## src/rtl/assert_macros.svh

```systemverilog
// assertion macros shared by the ack range retire rtl
// every use samples on clk and is disabled while arst_n is low
`ifndef ASSERT_MACROS_SVH
`define ASSERT_MACROS_SVH

// property must hold at every clock edge out of reset
`define ASSERT_CLK(label, prop, msg) \
	label: assert property (@(posedge clk) disable iff (!arst_n) (prop)) else $error(msg);

// expression must never be true at a clock edge out of reset
`define ASSERT_NEVER(label, expr, msg) \
	label: assert property (@(posedge clk) disable iff (!arst_n) !(expr)) else $error(msg);

`endif

```

## src/rtl/arsr_pkg.sv

```systemverilog
// shared types, codes and widths for the ack range retire block
// no dependencies
package arsr_pkg;

	localparam int PN_W = 62;
	localparam int CODE_W = 2;
	localparam int IN_DATA_W = 192;
	localparam int OUT_DATA_W = 64;
	localparam int TABLE_SLOTS_DEF = 32;

	localparam logic [CODE_W-1:0] FUNC_RECORD = 2'd0;
	localparam logic [CODE_W-1:0] FUNC_HEADER = 2'd1;
	localparam logic [CODE_W-1:0] FUNC_PAIR = 2'd2;

	localparam logic [CODE_W-1:0] KIND_ACKED = 2'd0;
	localparam logic [CODE_W-1:0] KIND_DONE = 2'd1;
	localparam logic [CODE_W-1:0] KIND_RECORD = 2'd2;

	localparam logic [CODE_W-1:0] ST_OK = 2'd0;
	localparam logic [CODE_W-1:0] ST_FULL = 2'd1;
	localparam logic [CODE_W-1:0] ST_UNDERFLOW = 2'd2;

	// controller to datapath commands
	typedef struct packed {
		logic latch_in;
		logic rec_commit;
		logic load_hdr;
		logic pair_base;
		logic gap_sub;
		logic bound_ok;
		logic scan_en;
		logic emit_done;
		logic emit_err;
	} cmd_t;

	// datapath to controller status
	typedef struct packed {
		logic out_free;
		logic pair_bad;
		logic gap_bad;
		logic len_bad;
		logic scan_end;
	} sts_t;

endpackage

```

## src/rtl/arsr_ctrl.sv

```systemverilog
// controller state machine for the ack range retire block
// depends on arsr_pkg and assert_macros.svh
`include "assert_macros.svh"

module arsr_ctrl (
	input  logic clk,
	input  logic arst_n,
	input  logic s_tvalid,
	input  logic [arsr_pkg::CODE_W-1:0] func,
	output logic s_tready,
	input  arsr_pkg::sts_t sts,
	output arsr_pkg::cmd_t cmd
);

	localparam logic [3:0] S_IDLE = 4'd0;
	localparam logic [3:0] S_REC = 4'd1;
	localparam logic [3:0] S_HDR = 4'd2;
	localparam logic [3:0] S_PAIR = 4'd3;
	localparam logic [3:0] S_GAP = 4'd4;
	localparam logic [3:0] S_BOUND = 4'd5;
	localparam logic [3:0] S_SCAN = 4'd6;
	localparam logic [3:0] S_DONE = 4'd7;
	localparam logic [3:0] S_ERR = 4'd8;

	logic [3:0] state_q;
	logic [3:0] state_d;

	assign s_tready = (state_q == S_IDLE);

	always_comb begin
		state_d = state_q;
		cmd = '0;
		unique case (state_q)
			S_IDLE: begin
				if (s_tvalid) begin
					cmd.latch_in = 1'b1;
					unique case (func)
						arsr_pkg::FUNC_RECORD: state_d = S_REC;
						arsr_pkg::FUNC_HEADER: state_d = S_HDR;
						arsr_pkg::FUNC_PAIR: state_d = S_PAIR;
						default: state_d = S_IDLE;
					endcase
				end
			end
			S_REC: begin
				if (sts.out_free) begin
					cmd.rec_commit = 1'b1;
					state_d = S_IDLE;
				end
			end
			S_HDR: begin
				cmd.load_hdr = 1'b1;
				state_d = S_BOUND;
			end
			S_PAIR: begin
				if (sts.pair_bad) begin
					state_d = S_ERR;
				end else begin
					cmd.pair_base = 1'b1;
					state_d = S_GAP;
				end
			end
			S_GAP: begin
				if (sts.gap_bad) begin
					state_d = S_ERR;
				end else begin
					cmd.gap_sub = 1'b1;
					state_d = S_BOUND;
				end
			end
			S_BOUND: begin
				if (sts.len_bad) begin
					state_d = S_ERR;
				end else begin
					cmd.bound_ok = 1'b1;
					state_d = S_SCAN;
				end
			end
			S_SCAN: begin
				cmd.scan_en = 1'b1;
				if (sts.scan_end) state_d = S_DONE;
			end
			S_DONE: begin
				if (sts.out_free) begin
					cmd.emit_done = 1'b1;
					state_d = S_IDLE;
				end
			end
			S_ERR: begin
				if (sts.out_free) begin
					cmd.emit_err = 1'b1;
					state_d = S_IDLE;
				end
			end
			default: state_d = S_IDLE;
		endcase
	end

	always_ff @(posedge clk or negedge arst_n) begin
		if (!arst_n) begin
			state_q <= S_IDLE;
		end else begin
			state_q <= state_d;
		end
	end

	`ASSERT_CLK(a_one_emit, $onehot0({cmd.rec_commit, cmd.emit_done, cmd.emit_err}),
		"more than one result source in a cycle")
	`ASSERT_CLK(a_emit_needs_room, (cmd.rec_commit || cmd.emit_done || cmd.emit_err) |-> sts.out_free,
		"result issued while output register busy")
	`ASSERT_CLK(a_done_after_scan, (cmd.emit_done) |-> ($past(state_q) == S_SCAN || $past(state_q) == S_DONE),
		"done result without a scan")

endmodule

```

## src/rtl/arsr_dp.sv

```systemverilog
// datapath: slot table, range bounds, scan pipeline and output register
// depends on arsr_pkg and assert_macros.svh
`include "assert_macros.svh"

module arsr_dp #(
	parameter int TABLE_SLOTS = arsr_pkg::TABLE_SLOTS_DEF
) (
	input  logic clk,
	input  logic arst_n,
	input  logic [arsr_pkg::PN_W-1:0] in_pn,
	input  logic [arsr_pkg::PN_W-1:0] in_gap,
	input  logic [arsr_pkg::PN_W-1:0] in_len,
	input  arsr_pkg::cmd_t cmd,
	output arsr_pkg::sts_t sts,
	input  logic out_ready,
	output logic out_valid,
	output logic [arsr_pkg::CODE_W-1:0] out_kind,
	output logic [arsr_pkg::PN_W-1:0] out_pn,
	output logic [arsr_pkg::CODE_W-1:0] out_status,
	output logic out_last
);

	localparam int PW = arsr_pkg::PN_W;
	localparam int CW = arsr_pkg::CODE_W;
	localparam int IW = (TABLE_SLOTS > 1) ? $clog2(TABLE_SLOTS) : 1;
	localparam int NW = $clog2(TABLE_SLOTS + 1);

	logic [PW-1:0] pn_q, gap_q, len_q;
	logic [PW-1:0] hi_q, range_low_q;
	logic broken_q;
	logic [TABLE_SLOTS-1:0] slot_valid_q;
	logic [PW-1:0] slot_pn_q [TABLE_SLOTS];

	logic [NW-1:0] cnt_q;
	logic vld_s1;
	logic [IW-1:0] idx_s1;
	logic [PW-1:0] pn_s1;

	logic out_valid_q;
	logic [CW-1:0] out_kind_q, out_status_q;
	logic [PW-1:0] out_pn_q;
	logic out_last_q;

	logic [PW:0] base_diff, gap_diff, len_diff;
	logic free_found;
	logic [IW-1:0] free_idx;
	logic out_free, hit, adv, rd_en, cnt_end, out_load;
	logic [CW-1:0] load_kind, load_status;
	logic [PW-1:0] load_pn;
	logic load_last;

	// subtractions with borrow out in the top bit
	assign base_diff = {1'b0, range_low_q} - (PW + 1)'(2);
	assign gap_diff = {1'b0, hi_q} - {1'b0, gap_q};
	assign len_diff = {1'b0, hi_q} - {1'b0, len_q};

	// lowest free slot
	always_comb begin
		free_found = 1'b0;
		free_idx = '0;
		for (int i = TABLE_SLOTS - 1; i >= 0; i--) begin
			if (!slot_valid_q[i]) begin
				free_found = 1'b1;
				free_idx = IW'(i);
			end
		end
	end

	assign out_free = !out_valid_q || out_ready;
	assign cnt_end = (cnt_q == NW'(TABLE_SLOTS));
	assign hit = vld_s1 && slot_valid_q[idx_s1] && (pn_s1 >= range_low_q) && (pn_s1 <= hi_q);
	assign adv = !hit || out_free;
	assign rd_en = cmd.scan_en && adv && !cnt_end;

	assign sts.out_free = out_free;
	assign sts.pair_bad = broken_q || base_diff[PW];
	assign sts.gap_bad = gap_diff[PW];
	assign sts.len_bad = len_diff[PW];
	assign sts.scan_end = cnt_end && !vld_s1;

	// request latch and range bounds
	always_ff @(posedge clk) begin
		if (cmd.latch_in) begin
			pn_q <= in_pn;
			gap_q <= in_gap;
			len_q <= in_len;
		end
		if (cmd.load_hdr) begin
			hi_q <= pn_q;
		end else if (cmd.pair_base) begin
			hi_q <= base_diff[PW-1:0];
		end else if (cmd.gap_sub) begin
			hi_q <= gap_diff[PW-1:0];
		end
	end

	always_ff @(posedge clk or negedge arst_n) begin
		if (!arst_n) begin
			range_low_q <= '0;
			broken_q <= 1'b0;
		end else begin
			if (cmd.bound_ok) range_low_q <= len_diff[PW-1:0];
			if (cmd.load_hdr) begin
				broken_q <= 1'b0;
			end else if (cmd.emit_err) begin
				broken_q <= 1'b1;
			end
		end
	end

	// slot table memory, one write and one registered read port
	always_ff @(posedge clk) begin
		if (cmd.rec_commit && free_found) slot_pn_q[free_idx] <= pn_q;
		if (rd_en) pn_s1 <= slot_pn_q[cnt_q[IW-1:0]];
	end

	always_ff @(posedge clk or negedge arst_n) begin
		if (!arst_n) begin
			slot_valid_q <= '0;
			cnt_q <= '0;
			vld_s1 <= 1'b0;
			idx_s1 <= '0;
		end else begin
			if (cmd.rec_commit && free_found) slot_valid_q[free_idx] <= 1'b1;
			if (cmd.scan_en && hit && out_free) slot_valid_q[idx_s1] <= 1'b0;
			if (cmd.bound_ok) begin
				cnt_q <= '0;
				vld_s1 <= 1'b0;
			end else if (cmd.scan_en && adv) begin
				vld_s1 <= !cnt_end;
				if (!cnt_end) begin
					idx_s1 <= cnt_q[IW-1:0];
					cnt_q <= cnt_q + NW'(1);
				end
			end
		end
	end

	// output register
	always_comb begin
		out_load = 1'b1;
		load_kind = arsr_pkg::KIND_DONE;
		load_pn = '0;
		load_status = arsr_pkg::ST_OK;
		load_last = 1'b1;
		priority if (cmd.rec_commit) begin
			load_kind = arsr_pkg::KIND_RECORD;
			load_status = free_found ? arsr_pkg::ST_OK : arsr_pkg::ST_FULL;
		end else if (cmd.emit_err) begin
			load_status = arsr_pkg::ST_UNDERFLOW;
		end else if (cmd.emit_done) begin
			load_status = arsr_pkg::ST_OK;
		end else if (cmd.scan_en && hit && out_free) begin
			load_kind = arsr_pkg::KIND_ACKED;
			load_pn = pn_s1;
			load_last = 1'b0;
		end else begin
			out_load = 1'b0;
		end
	end

	always_ff @(posedge clk or negedge arst_n) begin
		if (!arst_n) begin
			out_valid_q <= 1'b0;
		end else if (out_load) begin
			out_valid_q <= 1'b1;
		end else if (out_ready) begin
			out_valid_q <= 1'b0;
		end
	end

	always_ff @(posedge clk) begin
		if (out_load) begin
			out_kind_q <= load_kind;
			out_pn_q <= load_pn;
			out_status_q <= load_status;
			out_last_q <= load_last;
		end
	end

	assign out_valid = out_valid_q;
	assign out_kind = out_kind_q;
	assign out_pn = out_pn_q;
	assign out_status = out_status_q;
	assign out_last = out_last_q;

	`ASSERT_CLK(a_load_when_free, out_load |-> out_free, "output register overwritten")
	`ASSERT_CLK(a_retire_clears, (cmd.scan_en && hit && out_free) |=> !slot_valid_q[$past(idx_s1)],
		"retired slot still valid")
	`ASSERT_CLK(a_cnt_range, cnt_q <= NW'(TABLE_SLOTS), "scan counter past table end")

endmodule

```

## src/rtl/ack_range_sent_packet_retire.sv

```systemverilog
// sent packet table with ack range retire: record, ack header and gap/range pair requests
// steps: record latch, result; header latch, bound check, table scan, done result; a pair
// adds base and gap checks before the bound check; a failed check gives an underflow result
// throughput: one request at a time, next accept after its record, done or underflow result;
// the scan reads one slot per cycle and stalls while a retired number waits on m_tready
// reset: arst_n asynchronous, clears slot valid bits, range low, broken flag, control
module ack_range_sent_packet_retire #(
	parameter int TABLE_SLOTS = arsr_pkg::TABLE_SLOTS_DEF
) (
	input  logic clk,
	input  logic arst_n,
	input  logic s_tvalid,
	output logic s_tready,
	// packet_number [61:0], gap [123:62], range_length [185:124], zero [191:186]
	input  logic [arsr_pkg::IN_DATA_W-1:0] s_tdata,
	// func [1:0]
	input  logic [arsr_pkg::CODE_W-1:0] s_tuser,
	output logic m_tvalid,
	input  logic m_tready,
	// acked_pn [61:0], status [63:62]
	output logic [arsr_pkg::OUT_DATA_W-1:0] m_tdata,
	// kind [1:0]
	output logic [arsr_pkg::CODE_W-1:0] m_tuser,
	output logic m_tlast
);

	localparam int PW = arsr_pkg::PN_W;

	arsr_pkg::cmd_t cmd;
	arsr_pkg::sts_t sts;
	logic [PW-1:0] out_pn;
	logic [arsr_pkg::CODE_W-1:0] out_status;

	arsr_ctrl u_ctrl (
		.clk(clk),
		.arst_n(arst_n),
		.s_tvalid(s_tvalid),
		.func(s_tuser),
		.s_tready(s_tready),
		.sts(sts),
		.cmd(cmd)
	);

	arsr_dp #(
		.TABLE_SLOTS(TABLE_SLOTS)
	) u_dp (
		.clk(clk),
		.arst_n(arst_n),
		.in_pn(s_tdata[PW-1:0]),
		.in_gap(s_tdata[2*PW-1:PW]),
		.in_len(s_tdata[3*PW-1:2*PW]),
		.cmd(cmd),
		.sts(sts),
		.out_ready(m_tready),
		.out_valid(m_tvalid),
		.out_kind(m_tuser),
		.out_pn(out_pn),
		.out_status(out_status),
		.out_last(m_tlast)
	);

	assign m_tdata = {out_status, out_pn};

endmodule
```

## config.mk

```make
export PLATFORM = sky130hd
export DESIGN_NAME = ack_range_sent_packet_retire
export DESIGN_NICKNAME = d
export VERILOG_FILES = /design/src/rtl/arsr_pkg.sv /design/src/rtl/arsr_ctrl.sv /design/src/rtl/arsr_dp.sv /design/src/rtl/ack_range_sent_packet_retire.sv
export VERILOG_INCLUDE_DIRS = /design/src /design/src/rtl
export SDC_FILE = /design/constraint.sdc
export NUM_CORES = 2
export LEC_CHECK = 0
export BUFFER_PORTS_ARGS = -buffer_cell sky130_fd_sc_hd__buf_4
export CORE_ASPECT_RATIO = 0.7
export CORE_MARGIN = 2
export CORE_UTILIZATION = 51
export CTS_CLUSTER_DIAMETER = 80
export DETAILED_ROUTE_END_ITERATION = 8
export GPL_TIMING_DRIVEN = 0
export HOLD_SLACK_MARGIN = 0.06
export PLACE_DENSITY = 0.67
export SYNTH_ARGS = -nofsm -noshare
export SYNTH_HDL_FRONTEND = slang
export SYNTH_SLANG_ARGS = --single-unit
```

## constraint.sdc

```tcl
create_clock -name clk -period 11.8 [get_ports clk]
set_input_delay 2.36 -clock clk [delete_from_list [all_inputs] [get_ports clk]]
set_output_delay 2.36 -clock clk [all_outputs]
set_load 0.01 [all_outputs]
```

==> impl_metrics.env <==
export IMPL_die_area_sq_mm=0.209
export IMPL_wl_um=313000
export IMPL_pwr_share_comb_pct=34.3
export IMPL_finalSetupViolCount=0
export IMPL_syn_avg_cell_area_sq_um=18.0
export IMPL_violations="capacitance limit, slew limit"
export IMPL_synth_nets=6249
export IMPL_die_h_um=383
export IMPL_syn2layout_area_growth_pct=14.9
export IMPL_crit_end="u_dp.range_low_q[0]"
export IMPL_synth_warning_count=0
export IMPL_vdd_drop_max_v=0.000190
export IMPL_p_int_mw=19.4
export IMPL_reg2reg_depth=14
export IMPL_htree_num_levels=4
export IMPL_maxSlewHeadroom_pct=-3.36
export IMPL_drc=0
export IMPL_seqPwrFrac_pct=40.8
export IMPL_worstPathArrival_ns=7.41
export IMPL_detail_route_antenna_nets=0
export IMPL_cts_resized=0
export IMPL_antenna_found_initial=7
export IMPL_ys_dominant_reg_cell="edfxtp_1"
export IMPL_timing_final_crit_share_pct=56.8
export IMPL_rsz0062_at_grt="no"
export IMPL_p_leak_nw=39.9
export IMPL_clk_latency_ns=0.91
export IMPL_synth_area_sq_mm=0.105
export IMPL_synthCells=5795
export IMPL_path_clk_slew_ns=0.06
export IMPL_clkPwrFrac_pct=25.0
export IMPL_crit_fanout=10
export IMPL_vias=59500
export IMPL_timing_rr_end="u_dp.range_low_q[0]"
export IMPL_async_reset_ff_share_pct=4.53
export IMPL_worstSetupPathType="register to register"
export IMPL_fin_ws_ns=5.09
export IMPL_postCtsSetupBuffers=0
export IMPL_pre_cts_slack_ns=4.76
export IMPL_outcome="complete, but fails checks"
export IMPL_grt_max_degree=60
export IMPL_switchingPower_mw=10.5
export IMPL_dr_first_iter_drc_count=9504
export IMPL_fp_dieW_um=545
export IMPL_p_sw_share_pct=35.1
export IMPL_worstPathRequired_ns=12.51
export IMPL_track_usage_pct=29.8
export IMPL_grt_pass1_vias=57100
export IMPL_place_hpwl_um=221000
export IMPL_grt_overflow=0
export IMPL_max_cap_viol_count=1
export IMPL_reg2reg_slack_ns=5.09
export IMPL_worstHoldPathType="register to register"
export IMPL_power_density_mw_per_mm2=249
export IMPL_core_area_sq_mm=0.203
export IMPL_endpoint_kind="register"
export IMPL_globalplace_congestion=0.984
export IMPL_worstMarginPinSlew_ns=1.55
export IMPL_p_total_mw=29.9
export IMPL_fin_skew_ns=0.0566
export IMPL_ys_seq_area_share_pct=70.5
export IMPL_dr_pass1_iters=6
export IMPL_numPortBuffers=260
export IMPL_pin_count=267
export IMPL_finalHoldViolations=0
export IMPL_fillers=14900
export IMPL_wl_per_cell_um=33.5
export IMPL_fin_util_pct=59.2
export IMPL_startpoint_type="register"
export IMPL_cts_tree="done"
export IMPL_clock_root_buffer="clkbuf_16"
export IMPL_grt_pass1_wl_um=437000
export IMPL_cts_sinks=2473
export IMPL_synth_seq_cells=2473
export IMPL_period_minus_slack_ns=6.71
export IMPL_fmax_mhz=149
export IMPL_synth_cell_type_count=76
export IMPL_cp_startpoint="u_dp.hi_q[19]"
export IMPL_hp_start="u_dp.range_low_q[50]"
export IMPL_cts_inserted_buffers=230
export IMPL_r2r_start="u_dp.hi_q[19]"
export IMPL_synth_edf_count=2361
export IMPL_num_rows=138
export IMPL_via_per_inst=6.37
export IMPL_drive_above_1_share_pct=22.7
export IMPL_cts_hold_buffers_added=0
export IMPL_initial_core_util_pct=51.5
export IMPL_ctsLongestPathBuffers=4
export IMPL_slew_viol_final=11
export IMPL_layout_nets=6868
==> cell usage in the layout (no fill, tap or decap), types with 16 or more instances in the layout <==
cell / count
a2bb2oi_1: 25
nor3_1: 53
buf_6: 22
a31oi_1: 18
mux2_2: 68
o211ai_1: 17
mux4_2: 630
nor2b_1: 29
and3_1: 19
clkinv_1: 34
clkinv_2: 45
nor2_4: 28
o21ai_0: 186
o21ai_1: 38
edfxtp_1: 2361
nand4_1: 70
buf_4: 265
or3_1: 17
buf_16: 27
clkinvlp_4: 16
nand3_1: 48
buf_12: 72
nand2b_1: 39
a211oi_1: 28
o21a_1: 24
and2_1: 71
clkbuf_16: 232
clkbuf_1: 221
inv_1: 288
a21oi_1: 245
a21o_1: 91
buf_1: 58
nand2_1: 233
o21bai_1: 21
xor2_1: 52
bufinv_16: 24
nor2_1: 197
dfrtp_1: 112
ha_1: 254
xnor2_1: 114
==> power by group through the flow <==
stage               Sequential (mW)  Combinational (mW)  Clock (mW)
floorplan                      11.9                6.56           0
global placement               12.4                9.75           0
detailed placement             12.3                10.0           0
CTS                            12.2                10.1        7.53
global route                   12.3                10.9        7.87
finish                         12.2                10.2        7.46
==> per-stage QoR <==
step / hold WS, ns / setup TNS [ns] / instance area, sq um / instances
floorplan: 0.450 / 0 / 105000 / 5795
global placement: 0.474 / -575.26 / 110000 / 8785
global route: 0.533 / 0 / 120000 / 9330
finish: 0.499 / 0 / 120000 / 9337
CTS: 0.500 / 0 / 120000 / 9329
detailed placement: 0.487 / 0 / 113000 / 8911
==> critical path, cell delays in order (launching register included) <==
cell and delay [ns]:
edfxtp_1 0.49, ha_1 0.33, clkbuf_1 0.22, a211oi_1 0.31
o21bai_1 0.16, or3_1 0.32, a41oi_1 0.44, o221ai_1 0.26
o21ai_0 0.96, a21oi_1 0.44, o21ai_1 0.34, clkbuf_1 0.75
clkbuf_2 0.67, clkbuf_2 0.64, o21ai_0 0.20
==> cell usage after synthesis (7+ instances only) <==
master,count,area (sq um)
xor2_1,52,455
o31ai_1,9,67.6
clkbuf_1,175,657
mux4_2,630,14200
o21a_1,24,180
a21o_1,91,683
nor2_1,223,837
nand2_1,233,875
a41oi_1,10,87.6
a2bb2oi_1,25,219
a22oi_1,7,52.6
nor3_1,58,290
buf_1,63,236
mux2_2,68,766
nor4_1,10,62.6
a211oi_1,28,210
and2_1,72,450
nand4_1,70,438
xnor2_1,114,998
nand3_1,48,240
a221oi_1,10,87.6
a21oi_1,248,1240
o22ai_1,9,56.3
ha_1,254,3180
a31o_2,7,61.3
edfxtp_1,2361,70900
and4_1,8,70.1
dfrtp_1,112,2800
o211ai_1,17,128
o21bai_1,21,158
o21ai_0,188,941
nor2b_1,29,181
and3_1,19,119
a31oi_1,18,113
o21ai_1,38,190
or3_1,17,106
nand2b_1,39,244
or2_2,7,43.8
inv_1,289,1080
==> worst min-delay path by stage <==
stage | slack (ns) | cells past startpoint | to
floorplan | 0.45 | 2 | u_dp.range_low_q[50]
global placement | 0.47 | 2 | u_dp.range_low_q[52]
detailed placement | 0.49 | 2 | u_dp.range_low_q[50]
CTS | 0.50 | 2 | u_dp.range_low_q[50]
global route | 0.53 | 2 | u_dp.range_low_q[50]
finish | 0.50 | 2 | u_dp.range_low_q[50]
==> layer usage <==
| layer | track usage (%) | up-vias | part of all wire [%] |
|---|---|---|---|
| met2 | 42.1 | 3470 | 43 |
| met1 | 46.4 | 31200 | 43 |
| li1 | - | 24500 | - |
| met4 | 7.50 | 5 | 2.7 |
| met5 | 0.710 | - | 0.071 |
| met3 | 7.43 | 396 | 12 |
==> state kept, by name, summed over array words and instances, names as in the netlist, 2 cells and up <==
name and count:
u_dp.gap_q 62, u_dp.out_kind 2, u_dp.hi_q 62, u_dp.pn_s1 62, u_dp.slot_pn_q 1984, u_dp.idx_s1 5
u_dp.pn_q 62, u_dp.len_q 62, u_dp.out_pn 62, u_dp.range_low_q 62, u_dp.out_status 2, u_dp.cnt_q 6
u_dp.slot_valid_q 32, u_ctrl.state_q 4
==> logic make-up after synthesis <==
group                      Yosys count  synth area share, %
AOI/OAI and AO/OA                  802                 4.73
xor gates and xnor gates           166                 1.39
and+or+nand+nor                    862                 4.03
muxes                              702                 14.3
buffers and inverters              534                 1.93
DFF                               2473                 70.5
adders and majority gates          256                 3.08
==> final cells by class <==
cell class	instances	area, sq um	share of cell area [%]
timing repair buffer	387	4440	3.70
multi-input combinational	2788	29100	24.2
buffer	245	955	0.795
inverter	289	1080	0.903
clock buffer	288	6030	5.02
clock inverter	130	1360	1.13
sequential	2473	73700	61.4
tap	2730	3420	2.84
antenna	7	17.5	0.0146
No activity file was read; power rests on OpenSTA's default activity.
